--- src/hw/rtl/rrp_pkg.sv ---
`timescale 1ns / 1ps
// ----------------------------------------------------------------------------
// rrp_pkg
// Types, codes and limits shared by the multi-bulk request parser modules.
// ----------------------------------------------------------------------------
package rrp_pkg;

   localparam int unsigned ACC_W      = 17;
   localparam int unsigned LINE_W     = 7;
   localparam int unsigned ARGS_BOUND = 128;
   localparam int unsigned LEN_BOUND  = 65534;

   localparam logic [ACC_W-1:0] ARGS_BOUND_V = ACC_W'(ARGS_BOUND);
   localparam logic [ACC_W-1:0] LEN_BOUND_V  = ACC_W'(LEN_BOUND);
   localparam logic [ACC_W-1:0] ACC_MAX      = {ACC_W{1'b1}};

   // stream characters
   localparam logic [7:0] CH_STAR   = 8'h2A;
   localparam logic [7:0] CH_DOLLAR = 8'h24;
   localparam logic [7:0] CH_CR     = 8'h0D;
   localparam logic [7:0] CH_LF     = 8'h0A;
   localparam logic [7:0] CH_ZERO   = 8'h30;
   localparam logic [7:0] CH_NINE   = 8'h39;

   // event codes
   localparam logic [2:0] EV_HEADER  = 3'd0;
   localparam logic [2:0] EV_DATA    = 3'd1;
   localparam logic [2:0] EV_ARG_END = 3'd2;
   localparam logic [2:0] EV_CMD_END = 3'd3;
   localparam logic [2:0] EV_ERROR   = 3'd4;

   // error codes
   localparam logic [3:0] ERR_NONE     = 4'd0;
   localparam logic [3:0] ERR_LEAD     = 4'd1;
   localparam logic [3:0] ERR_DIGIT    = 4'd2;
   localparam logic [3:0] ERR_EMPTY    = 4'd3;
   localparam logic [3:0] ERR_COUNT    = 4'd4;
   localparam logic [3:0] ERR_LENGTH   = 4'd5;
   localparam logic [3:0] ERR_LONG     = 4'd6;
   localparam logic [3:0] ERR_FRAME    = 4'd7;
   localparam logic [3:0] ERR_CR_NO_LF = 4'd8;

   // register indexes
   localparam logic [1:0] CSR_MAX_ARGS    = 2'd0;
   localparam logic [1:0] CSR_MAX_ARG_LEN = 2'd1;
   localparam logic [1:0] CSR_COUNT_LIM   = 2'd2;
   localparam logic [1:0] CSR_LENGTH_LIM  = 2'd3;

   typedef enum logic [7:0] {
      PH_STAR    = 8'b0000_0001,
      PH_CNT     = 8'b0000_0010,
      PH_CNT_LF  = 8'b0000_0100,
      PH_DOLLAR  = 8'b0000_1000,
      PH_LEN     = 8'b0001_0000,
      PH_LEN_LF  = 8'b0010_0000,
      PH_DATA    = 8'b0100_0000,
      PH_DATA_LF = 8'b1000_0000
   } phase_type;

   typedef struct packed {
      logic [7:0]        max_args;
      logic [15:0]       max_arg_len;
      logic [LINE_W-1:0] count_line_limit;
      logic [LINE_W-1:0] length_line_limit;
   } cfg_type;

   typedef struct packed {
      logic [2:0]  event_res;
      logic [7:0]  arg_byte;
      logic [6:0]  arg_index;
      logic [15:0] arg_length;
      logic [7:0]  arg_total;
      logic [3:0]  error_code;
   } result_type;

endpackage

--- src/hw/rtl/rrp_csr_regs.sv ---
`timescale 1ns / 1ps
// ----------------------------------------------------------------------------
// rrp_csr_regs
// Configuration registers of the request parser, written through a plain
// write port.
// ----------------------------------------------------------------------------
module rrp_csr_regs
   import rrp_pkg::*;
(
   input  logic        clock,
   input  logic        reset,
   input  logic        csr_write_en,
   input  logic [1:0]  csr_index,
   input  logic [15:0] csr_wdata,
   output cfg_type     cfg
);

   cfg_type cfg_ff;
   cfg_type cfg_in;

   always_comb begin
      cfg_in = cfg_ff;
      if (csr_write_en) begin
         case (csr_index)
            CSR_MAX_ARGS:    cfg_in.max_args          = csr_wdata[7:0];
            CSR_MAX_ARG_LEN: cfg_in.max_arg_len       = csr_wdata;
            CSR_COUNT_LIM:   cfg_in.count_line_limit  = csr_wdata[LINE_W-1:0];
            CSR_LENGTH_LIM:  cfg_in.length_line_limit = csr_wdata[LINE_W-1:0];
            default:         cfg_in = cfg_ff;
         endcase
      end
   end

   always_ff @(posedge clock) begin
      if (reset) begin
         cfg_ff.max_args          <= 8'd128;
         cfg_ff.max_arg_len       <= 16'd65534;
         cfg_ff.count_line_limit  <= LINE_W'(16);
         cfg_ff.length_line_limit <= LINE_W'(16);
      end else begin
         cfg_ff <= cfg_in;
      end
   end

   assign cfg = cfg_ff;

endmodule

--- src/hw/rtl/rrp_parser.sv ---
`timescale 1ns / 1ps
// ----------------------------------------------------------------------------
// rrp_parser
// Parse state and combinational next-state logic: one byte per step, result
// formed combinationally from the registered byte.
// ----------------------------------------------------------------------------
module rrp_parser
   import rrp_pkg::*;
(
   input  logic       clock,
   input  logic       reset,
   input  logic       step_en,
   input  logic [7:0] data_byte,
   input  logic       new_connection,
   input  cfg_type    cfg,
   output result_type res
);

   phase_type         phase_ff, phase_in, c_phase;
   logic [ACC_W-1:0]  acc_ff, acc_in, c_acc;
   logic [LINE_W-1:0] line_ff, line_in, c_line;
   logic [7:0]        exp_ff, exp_in, c_exp;
   logic [7:0]        args_ff, args_in, c_args;
   logic [ACC_W-1:0]  rem_ff, rem_in, c_rem;
   logic              err_ff, err_in, c_err;

   logic              is_cnt;
   logic              lf_phase;
   logic [LINE_W-1:0] lim;
   logic [LINE_W:0]   lb;
   logic              is_digit;
   logic [ACC_W+3:0]  acc_wide;
   logic [ACC_W-1:0]  acc_next;
   logic [3:0]        line_code;
   logic [3:0]        code;
   logic [7:0]        args_inc;

   // a new connection clears all parse state ahead of this byte
   assign c_phase = new_connection ? PH_STAR : phase_ff;
   assign c_acc   = new_connection ? '0 : acc_ff;
   assign c_line  = new_connection ? '0 : line_ff;
   assign c_exp   = new_connection ? '0 : exp_ff;
   assign c_args  = new_connection ? '0 : args_ff;
   assign c_rem   = new_connection ? '0 : rem_ff;
   assign c_err   = new_connection ? 1'b0 : err_ff;

   assign is_cnt   = (c_phase == PH_CNT) || (c_phase == PH_CNT_LF);
   assign lf_phase = (c_phase == PH_CNT_LF) || (c_phase == PH_LEN_LF);
   assign lim      = is_cnt ? cfg.count_line_limit : cfg.length_line_limit;
   assign lb       = {1'b0, c_line} + (LINE_W+1)'(1);
   assign is_digit = (data_byte >= CH_ZERO) && (data_byte <= CH_NINE);
   assign args_inc = c_args + 8'd1;

   // acc * 10 + digit, saturating
   assign acc_wide = {1'b0, c_acc, 3'b000} + {3'b000, c_acc, 1'b0}
                   + {{(ACC_W){1'b0}}, 4'(data_byte - CH_ZERO)};
   assign acc_next = (acc_wide[ACC_W+3:ACC_W] != '0) ? ACC_MAX : acc_wide[ACC_W-1:0];

   always_comb begin
      if (lb > {1'b0, lim}) begin
         line_code = ERR_LONG;
      end else if (lf_phase) begin
         if (data_byte != CH_LF) begin
            line_code = ERR_CR_NO_LF;
         end else if (lb == (LINE_W+1)'(2)) begin
            line_code = ERR_EMPTY;
         end else begin
            line_code = ERR_NONE;
         end
      end else if (is_digit || data_byte == CH_CR) begin
         line_code = ERR_NONE;
      end else begin
         line_code = ERR_DIGIT;
      end
   end

   always_comb begin
      phase_in = c_phase;
      acc_in   = c_acc;
      line_in  = c_line;
      exp_in   = c_exp;
      args_in  = c_args;
      rem_in   = c_rem;
      err_in   = c_err;
      code     = ERR_NONE;
      res.event_res  = EV_HEADER;
      res.arg_byte   = '0;
      res.arg_index  = c_args[6:0];
      res.arg_length = '0;
      res.error_code = ERR_NONE;

      if (!c_err) begin
         case (c_phase)
            PH_STAR: begin
               if (data_byte == CH_STAR) begin
                  exp_in        = '0;
                  args_in       = '0;
                  res.arg_index = '0;
                  line_in       = '0;
                  acc_in        = '0;
                  phase_in      = PH_CNT;
               end else begin
                  code = ERR_LEAD;
               end
            end
            PH_DOLLAR: begin
               if (data_byte == CH_DOLLAR) begin
                  line_in  = '0;
                  acc_in   = '0;
                  phase_in = PH_LEN;
               end else begin
                  code = ERR_LEAD;
               end
            end
            PH_CNT, PH_LEN: begin
               code = line_code;
               if (line_code == ERR_NONE) begin
                  line_in = lb[LINE_W-1:0];
                  if (is_digit) begin
                     acc_in = acc_next;
                  end else begin
                     phase_in = is_cnt ? PH_CNT_LF : PH_LEN_LF;
                  end
               end
            end
            PH_CNT_LF: begin
               code = line_code;
               if (line_code == ERR_NONE) begin
                  line_in = lb[LINE_W-1:0];
                  if (c_acc == '0 || c_acc > {{(ACC_W-8){1'b0}}, cfg.max_args} ||
                      c_acc > ARGS_BOUND_V) begin
                     code = ERR_COUNT;
                  end else begin
                     exp_in   = c_acc[7:0];
                     args_in  = '0;
                     acc_in   = '0;
                     phase_in = PH_DOLLAR;
                  end
               end
            end
            PH_LEN_LF: begin
               code = line_code;
               if (line_code == ERR_NONE) begin
                  line_in = lb[LINE_W-1:0];
                  if (c_acc > {{(ACC_W-16){1'b0}}, cfg.max_arg_len} ||
                      c_acc > LEN_BOUND_V) begin
                     code = ERR_LENGTH;
                  end else begin
                     rem_in   = c_acc;
                     phase_in = PH_DATA;
                  end
               end
            end
            PH_DATA: begin
               res.arg_length = c_acc[15:0];
               if (c_rem != '0) begin
                  res.event_res = EV_DATA;
                  res.arg_byte  = data_byte;
                  rem_in        = c_rem - ACC_W'(1);
               end else if (data_byte == CH_CR) begin
                  phase_in = PH_DATA_LF;
               end else begin
                  code = ERR_FRAME;
               end
            end
            PH_DATA_LF: begin
               res.arg_length = c_acc[15:0];
               if (data_byte == CH_LF) begin
                  args_in = args_inc;
                  if (args_inc == c_exp) begin
                     res.event_res = EV_CMD_END;
                     phase_in      = PH_STAR;
                  end else begin
                     res.event_res = EV_ARG_END;
                     phase_in      = PH_DOLLAR;
                  end
               end else begin
                  code = ERR_FRAME;
               end
            end
            default: begin
               phase_in = PH_STAR;
            end
         endcase
         if (code != ERR_NONE) begin
            err_in = 1'b1;
            acc_in = {{(ACC_W-4){1'b0}}, code};
         end
      end

      // latched error: the accumulator holds the code
      if (err_in) begin
         res.event_res  = EV_ERROR;
         res.arg_byte   = '0;
         res.arg_length = '0;
         res.error_code = acc_in[3:0];
      end
      res.arg_total = exp_in;
   end

   always_ff @(posedge clock) begin
      if (reset) begin
         phase_ff <= PH_STAR;
         acc_ff   <= '0;
         line_ff  <= '0;
         exp_ff   <= '0;
         args_ff  <= '0;
         rem_ff   <= '0;
         err_ff   <= 1'b0;
      end else if (step_en) begin
         phase_ff <= phase_in;
         acc_ff   <= acc_in;
         line_ff  <= line_in;
         exp_ff   <= exp_in;
         args_ff  <= args_in;
         rem_ff   <= rem_in;
         err_ff   <= err_in;
      end
   end

`ifndef ASSERT_OFF
   a_err_sticky: assert property (@(posedge clock) disable iff (reset)
      (err_ff && !(step_en && new_connection)) |=> err_ff)
      else $error("error cleared without a new connection");

   a_rem_in_data: assert property (@(posedge clock) disable iff (reset)
      (rem_ff != '0) |-> (phase_ff == PH_DATA))
      else $error("data bytes pending outside the data phase");

   a_args_le_exp: assert property (@(posedge clock) disable iff (reset)
      args_ff <= exp_ff)
      else $error("more arguments received than announced");
`endif

endmodule

--- src/hw/rtl/resp_request_parser_top.sv ---
`timescale 1ns / 1ps
// ----------------------------------------------------------------------------
// resp_request_parser_top
// Streaming multi-bulk request parser: one stream byte in, one event out.
//
//   channel  direction  handshake             payload
//   req_     in         req_valid/req_ready   data_byte, new_connection
//   rsp_     out        rsp_valid/rsp_ready   event, byte, index, length,
//                                             total, error code
//   csr_     in         csr_write_en          csr_index, csr_wdata
//
// Event valid once the byte has passed the input register and then the parse
// step into the result register. One byte per cycle while rsp_ready is high.
// Synchronous reset restores the register defaults and the idle parse state.
// A stalled result holds the parse step; the input register keeps taking a
// byte while it is empty or the result register is free or being drained.
// ----------------------------------------------------------------------------
module resp_request_parser_top
   import rrp_pkg::*;
(
   input  logic        clock,
   input  logic        reset,
   input  logic        req_valid,
   output logic        req_ready,
   input  logic [7:0]  req_data_byte,
   input  logic        req_new_connection,
   output logic        rsp_valid,
   input  logic        rsp_ready,
   output logic [2:0]  rsp_event_res,
   output logic [7:0]  rsp_arg_byte,
   output logic [6:0]  rsp_arg_index,
   output logic [15:0] rsp_arg_length,
   output logic [7:0]  rsp_arg_total,
   output logic [3:0]  rsp_error_code,
   input  logic        csr_write_en,
   input  logic [1:0]  csr_index,
   input  logic [15:0] csr_wdata
);

   cfg_type    cfg;
   result_type res;
   result_type res_ff;

   logic       in_vld_ff, in_vld_in;
   logic [7:0] in_byte_ff;
   logic       in_nc_ff;
   logic       rsp_vld_ff, rsp_vld_in;
   logic       advance;
   logic       step_en;
   logic       req_beat;

   assign advance   = !rsp_vld_ff || rsp_ready;
   assign step_en   = in_vld_ff && advance;
   assign req_ready = !in_vld_ff || advance;
   assign req_beat  = req_valid && req_ready;

   assign in_vld_in  = req_beat ? 1'b1 : (step_en ? 1'b0 : in_vld_ff);
   assign rsp_vld_in = step_en ? 1'b1 : (rsp_vld_ff && !rsp_ready);

   rrp_csr_regs u_csr (
      .clock        (clock),
      .reset        (reset),
      .csr_write_en (csr_write_en),
      .csr_index    (csr_index),
      .csr_wdata    (csr_wdata),
      .cfg          (cfg)
   );

   rrp_parser u_parser (
      .clock          (clock),
      .reset          (reset),
      .step_en        (step_en),
      .data_byte      (in_byte_ff),
      .new_connection (in_nc_ff),
      .cfg            (cfg),
      .res            (res)
   );

   always_ff @(posedge clock) begin
      if (reset) begin
         in_vld_ff  <= 1'b0;
         rsp_vld_ff <= 1'b0;
      end else begin
         in_vld_ff  <= in_vld_in;
         rsp_vld_ff <= rsp_vld_in;
      end
   end

   // payload registers
   always_ff @(posedge clock) begin
      if (req_beat) begin
         in_byte_ff <= req_data_byte;
         in_nc_ff   <= req_new_connection;
      end
      if (step_en) begin
         res_ff <= res;
      end
   end

   assign rsp_valid      = rsp_vld_ff;
   assign rsp_event_res  = res_ff.event_res;
   assign rsp_arg_byte   = res_ff.arg_byte;
   assign rsp_arg_index  = res_ff.arg_index;
   assign rsp_arg_length = res_ff.arg_length;
   assign rsp_arg_total  = res_ff.arg_total;
   assign rsp_error_code = res_ff.error_code;

`ifndef ASSERT_OFF
   a_err_code_match: assert property (@(posedge clock) disable iff (reset)
      rsp_valid |-> ((rsp_event_res == EV_ERROR) == (rsp_error_code != ERR_NONE)))
      else $error("error code does not match event");
`endif

endmodule
--- config.mk ---
export PLATFORM = sky130hd
export DESIGN_NAME = resp_request_parser_top
export DESIGN_NICKNAME = d
export VERILOG_FILES = /design/src/hw/rtl/rrp_pkg.sv /design/src/hw/rtl/rrp_csr_regs.sv /design/src/hw/rtl/rrp_parser.sv /design/src/hw/rtl/resp_request_parser_top.sv
export SDC_FILE = /design/constraint.sdc
export NUM_CORES = 1
export LEC_CHECK = 0
export BUFFER_PORTS_ARGS = -buffer_cell sky130_fd_sc_hd__clkbuf_2
export CAP_MARGIN = 10
export CORE_UTILIZATION = 60
export DETAILED_ROUTE_END_ITERATION = 10
export GPL_ROUTABILITY_DRIVEN = 0
export PLACE_DENSITY_LB_ADDON = 0.05
export SLEW_MARGIN = 20
export SYNTH_ARGS = -nofsm -noshare
export SYNTH_HDL_FRONTEND = slang
export SYNTH_SLANG_ARGS = --single-unit
--- constraint.sdc ---
create_clock -name clock -period 13.2 [get_ports clock]
set_input_delay 0.66 -clock clock [delete_from_list [all_inputs] [get_ports clock]]
set_output_delay 0.66 -clock clock [all_outputs]
set_load 0.01 [all_outputs]
; Word level (Yosys, flattened, before mapping)
; Index checks and enable logic that the tools add are counted.
; Widths: inputs -> output; s select.
[totals]
input_bits = 32
latchBits = 0
mem_bits_rw = 0
wordCells = 172
memories = 0
output_inout_bits = 48
rom_bits = 0
regBits = 161
[classes]
multipliers = 0
eq_ne = 18
n_bitwise = 3
reduce_logical = 32
div_mod_pow = 0
n_mux = 84
add_sub_neg = 6
shifts = 0
n_lt_le_gt_ge = 7
[op_table]
columns = op, n
row1 = $mux 17, 15
row2 = $mux 8, 25
row3 = $pmux 17 s4, 1
row4 = $mux 7, 8
row5 = $pmux 8 s7, 1
row6 = $mux 4, 10
row7 = $mux 34, 1
row8 = $pmux 17 s2, 1
row9 = $pmux 4 s7, 1
row10 = $eq 8x4->1 const B, 3
row11 = $eq 8x6->1 const B, 3
row12 = $pmux 8 s3, 1
row13 = $add 20x18->21, 1
row14 = $add 21x4->21, 1
row15 = $pmux 7 s3, 1
row16 = $gt 17x16->1, 1
row17 = $gt 17x16->1 const B, 1
row18 = $gt 17x8->1, 1
row19 = $gt 17x8->1 const B, 1
row20 = $logic_not 17->1, 1
row21 = $reduce_bool 17->1, 1
row22 = $sub 17x1->17 const B, 1
row23 = $eq 8x2->1 const B, 2
row24 = $mux 16, 1
row25 = other kinds (34), 67

; Longest topological paths before layout
[logic_depth]
word_depth = 15
ltp_mapped = 21
depth_no_buf = 18

; Cells and area by module
; Synthesis repeated with hierarchy kept, for this count alone.
[hier_totals]
hier_cells = 1209
hier_area_um2 = 10515.1
[by_module_without_submodules]
columns = module, cells_each, area_each_um2, instances
row1 = rrp_parser, 994, 7233.2, 1
row2 = resp_request_parser_top, 65, 1755.4, 1
row3 = rrp_csr_regs, 150, 1526.5, 1

; Least setup slack after synthesis
; Ideal clock, no wire load.
[synth_timing]
path_type = register to register
from = register in_nc_ff
to = register u_parser.acc_ff[2]
n_path_buf = 8
arrival_ps = 5096
slack_ps = 7990
path_stages_with_launch = 21
setup_ps = 115
period_less_slack_ps = 5210
t_required_ps = 13085
cell_sequence = edfxtp_1 clkbuf_1 clkbuf_1 clkbuf_1 buf_1 clkbuf_1 clkbuf_1 clkbuf_1 nor2_1 ha_1 ha_1 a21oi_1 nand2_1 a2111oi_0 nor3_1 o31a_1 or2_2 clkbuf_1 o21bai_1 o311ai_0 o21a_1
[synth_between]
elab_cells_between_ends = 55
classes_between = add/sub: 3 / order compare: 5 / eq/ne: 9 / mux: 27 / reduce/logical: 11
[synth_rtl]
columns = element, line_no
row1 = from (decl), resp_request_parser_top.sv:46  ; logic in_nc_ff;
row2 = from (signal assigned), resp_request_parser_top.sv:93  ; in_nc_ff <= req_new_connection;
row3 = $mux 17 *, rrp_parser.sv:40  ; assign c_acc = new_connection ? '0 : acc_ff;
row4 = via u_parser.c_acc[11], rrp_parser.sv:20  ; logic [ACC_W-1:0] acc_ff, acc_in, c_acc;
row5 = branches (longest 8 deep; another with $add 20x18->21), -
row6 = $mux 17 *, rrp_parser.sv:185  ; if (code != ERR_NONE) begin
row7 = $mux 17 *, rrp_parser.sv:92  ; if (!c_err) begin
row8 = to (signal assigned), rrp_parser.sv:212  ; acc_ff <= acc_in;
row9 = to (decl), rrp_parser.sv:20
; Mark *: on every way through the listed nets, which the timed path passes. The select of a mux whose other input is x is not followed.
; A chain may end at the register's enable or synchronous reset.

; Worst setup path after layout
[layout_timing]
from = register in_nc_ff
to = register u_parser.rem_ff[14]
[layout_between]
elab_chain_cells = 11
elab_cells_between_ends = 30
classes_between = add/sub: 2 / order compare: 3 / eq/ne: 5 / mux: 15 / reduce/logical: 5
[layout_rtl]
columns = element, line_no
row1 = $mux 7, rrp_parser.sv:41  ; assign c_line = new_connection ? '0 : line_ff;
row2 = $add 7x1->8, rrp_parser.sv:50  ; assign lb = {1'b0, c_line} + (LINE_W+1)'(1);
row3 = $eq 8x2->1, rrp_parser.sv:65  ; end else if (lb == (LINE_W+1)'(2)) begin
row4 = $mux 2, rrp_parser.sv:65
row5 = $mux 4, rrp_parser.sv:63  ; if (data_byte != CH_LF) begin
row6 = $mux 4, rrp_parser.sv:62  ; end else if (lf_phase) begin
row7 = $mux 4, rrp_parser.sv:60  ; if (lb > {1'b0, lim}) begin
row8 = $logic_not 4->1, rrp_parser.sv:143  ; if (line_code == ERR_NONE) begin
row9 = $mux 17, rrp_parser.sv:143
row10 = $pmux 17 s2, rrp_parser.sv:93  ; case (c_phase)
row11 = $mux 17 *, rrp_parser.sv:92
row12 = to (signal assigned), rrp_parser.sv:216  ; rem_ff <= rem_in;
row13 = to (decl), rrp_parser.sv:24  ; logic [ACC_W-1:0] rem_ff, rem_in, c_rem;
; Every way passes the cells marked *; elsewhere a longest branch is shown, timed or not.

==> impl_metrics.tcl <==
set metrics [dict create \
    io_buffers 79 \
    ys_warn_count 0 \
    drtAntennaViolNets 0 \
    place_inst 1425 \
    die_x_um 132 \
    hold_violations 0 \
    regToRegSetupSlack_ns 7.35 \
    worst_slew_pin_slew_ns 1.05 \
    run_status "complete, no violations" \
    antenna_found_initial 0 \
    maxCapViolCount 0 \
    hpwlAfterDp_um 20500 \
    synth-seq-area-share_pct 37.3 \
    clkPwrFrac_pct 45.7 \
    final.period_utilization_pct 44.3 \
    startpoint "in_nc_ff" \
    hp-class "in2reg" \
    row_count 47 \
    cp-end-kind "register" \
    p_int_mw 0.838 \
    min_from "req_data_byte[6]" \
    r2r-start "in_nc_ff" \
    slew_headroom_pct 29.7 \
    p_sw_mw 0.300 \
    overflow 0 \
    die_height_um 132 \
    final-setup-viol-count 0 \
    grt_max_degree 56 \
    via_count 9221 \
    grt_use_total_pct 33.4 \
    synthCells 1168 \
    pin_count 80 \
    combPwrFrac_pct 7.5 \
    syn-num-nets 1270 \
    clk_path_buf_depth 2 \
    wl_per_cell_um 19.5 \
    setup_ws_ns 7.35 \
    syn_area_um2 10100 \
    insertion_delay_ns 0.45 \
    async_flop_share_pct 0 \
    numCtsBuffers 17 \
    drc 0 \
    p_leak_nw 4.67 \
    grt_pass1_vias 8557 \
    root_buffer "clkbuf_16" \
    n_antenna_cell 0 \
    cts_setup_buffers 0 \
    cts_resized 0 \
    fin_crit_ns 5.85 \
    fmax_mhz 171 \
    synth_edf_count 55 \
    rsz0062_at_grt "no" \
    critPathKind "reg2reg" \
    pwr-share-seq_pct 46.9 \
    worst_setup_path_start_kind "register" \
    drtIter0Drc 890 \
    ir_worst_vdd_v 0.000102 \
    final_cell_mix "nor2_1, dfxtp_1, nand2_1" \
    finalPower_mw 1.14 \
    cts.sinks 161 \
    initial_core_util_pct 61.2 \
    placeableCoreArea_um2 16500 \
    syn_avg_cell_area_um2 8.66 \
    die_area_um2 17400 \
    area_growth_pct 11.6 \
    switching_share_pct 26.4 \
    post-route-util_pct 68.3 \
    final_cells 1457 \
    wirelength_um 28500 \
    cts_tree "done" \
    fin_setup_tns_ns 0 \
    htreeDepth 4 \
    synth_seq_cells 161 \
    drive_above_1_share_pct 12.9 \
    synth_ff_type "dfxtp_1" \
    synth_cell_type_count 89 \
    final_common_cell "nor2_1" \
    skew_ns 0.0132 \
    fin_nets 1326 \
    cp.required_ns 13.51 \
    powerDensity_nw_per_um2 101 \
    first_pass_iters 5 \
    place_ws_ns 7.15 \
    final_max_slew_viol_count 0 \
    fillers 1372 \
    grt_pass1_wl_um 45500 \
    path_clk_slew_ns 0.07 \
    cp_max_fo 48 \
    via_per_inst 6.33 \
    hold_buffers 0 \
    arrival_ns 6.16 \
]
==> critical path, cell delays in order (launching register included) <==
cell	delay, ns
edfxtp_1	0.33
buf_4	0.28
buf_4	0.52
clkinv_1	0.18
nand2_1	0.12
inv_1	0.07
ha_1	0.24
and3_1	0.26
xnor2_1	0.17
nor2_1	0.06
ha_1	0.31
nand4_1	0.11
a21oi_1	0.05
o41ai_1	0.80
nand3_2	0.28
or3_4	0.53
nor2_2	0.63
mux2_2	0.41
a222oi_1	0.27
nor3_1	0.08
==> Yosys cell counts, drive strengths merged, types with 5 or more instances <==
cell       n  area (µm²)
nor2     145         547
dfxtp    106        2120
nand2     89         334
o21ai     70         350
ha        68         851
inv       68         255
a21oi     60         312
edfxtp    55        1650
nor3      41         260
clkbuf    40         150
mux2i     32         320
nand3     31         165
o211ai    24         185
o22ai     24         150
xnor2     24         210
a22o      23         201
a31oi     18         134
nor4      18         134
nand4     16         100
nand2b    15        93.8
nor2b     15        96.3
a211oi    13         103
buf       13        65.1
xor2      12         105
and2      11        68.8
a21o       9        67.6
and3       9        56.3
nor3b      8        65.1
o21bai     8        60.1
or3        8        55.1
a311oi     6        52.6
o21a       6        45.0
or4        6        48.8
a2111oi    5        43.8
or2        5        31.3
==> registers in the layout, summed over array words and instances (netlist names), 8 cells and up <==
name               flops
u_parser.phase_ff      8
u_csr.cfg             38
in_byte_ff             8
rsp_arg_byte           8
u_parser.acc_ff       17
u_parser.rem_ff       17
u_parser.exp_ff        8
u_parser.args_ff       8
rsp_arg_length        16
rsp_arg_total          8
==> area by class of cell <==
| cell class | instances | area (µm²) | area share, % |
|---|---|---|---|
| multi-input cells | 884 | 5880 | 52.1 |
| flip-flops and latches | 161 | 3770 | 33.4 |
| clock buffers | 20 | 500 | 4.43 |
| repair buffers | 90 | 478 | 4.23 |
| well taps | 220 | 275 | 2.44 |
| inverters | 70 | 263 | 2.33 |
| clock inverters | 12 | 123 | 1.09 |
==> power groups by stage <==
stage	combinational, mW	clock (mW)	sequential (mW)
2_1_floorplan	0.0514	0	0.544
3_3_place_gp	0.0816	0	0.544
3_5_place_dp	0.0830	0	0.544
4_1_cts	0.0838	0.525	0.533
5_1_grt	0.0933	0.541	0.534
6_report	0.0850	0.520	0.533
==> cells by family after synthesis <==
family / Yosys count / synth area share (%)
and+or+nand+nor: 437 / 22.3
AOI/OAI and AO/OA: 307 / 20.4
DFF: 161 / 37.3
buffers and inverters: 123 / 4.72
adders and majority gates: 70 / 8.80
xor gates and xnor gates: 36 / 3.12
muxes: 34 / 3.39
==> final timing paths <==
path	end	cells after the start
worst max-delay path	u_parser.rem_ff[14]	19
worst max register to register	u_parser.rem_ff[14]	19
worst min register to register	u_parser.rem_ff[0]	2
worst min-delay path	in_byte_ff[6]	1
==> metal layers <==
metal,share of wire [%],up-vias,track usage (%)
met5,0,-,0
met4,3.9,0,15.1
met3,7.5,72,7.15
met2,44,406,50.8
met1,45,4328,45.5
li1,-,4415,-
==> metrics by stage <==
stage	hold WS (ns)	cell area, µm²
floorplan	0.438	10100
global placement	0.460	10700
detailed placement	0.459	10700
CTS	0.376	11300
global route	0.374	11300
finish	0.385	11300
Power figures use the tool's default switching activity.
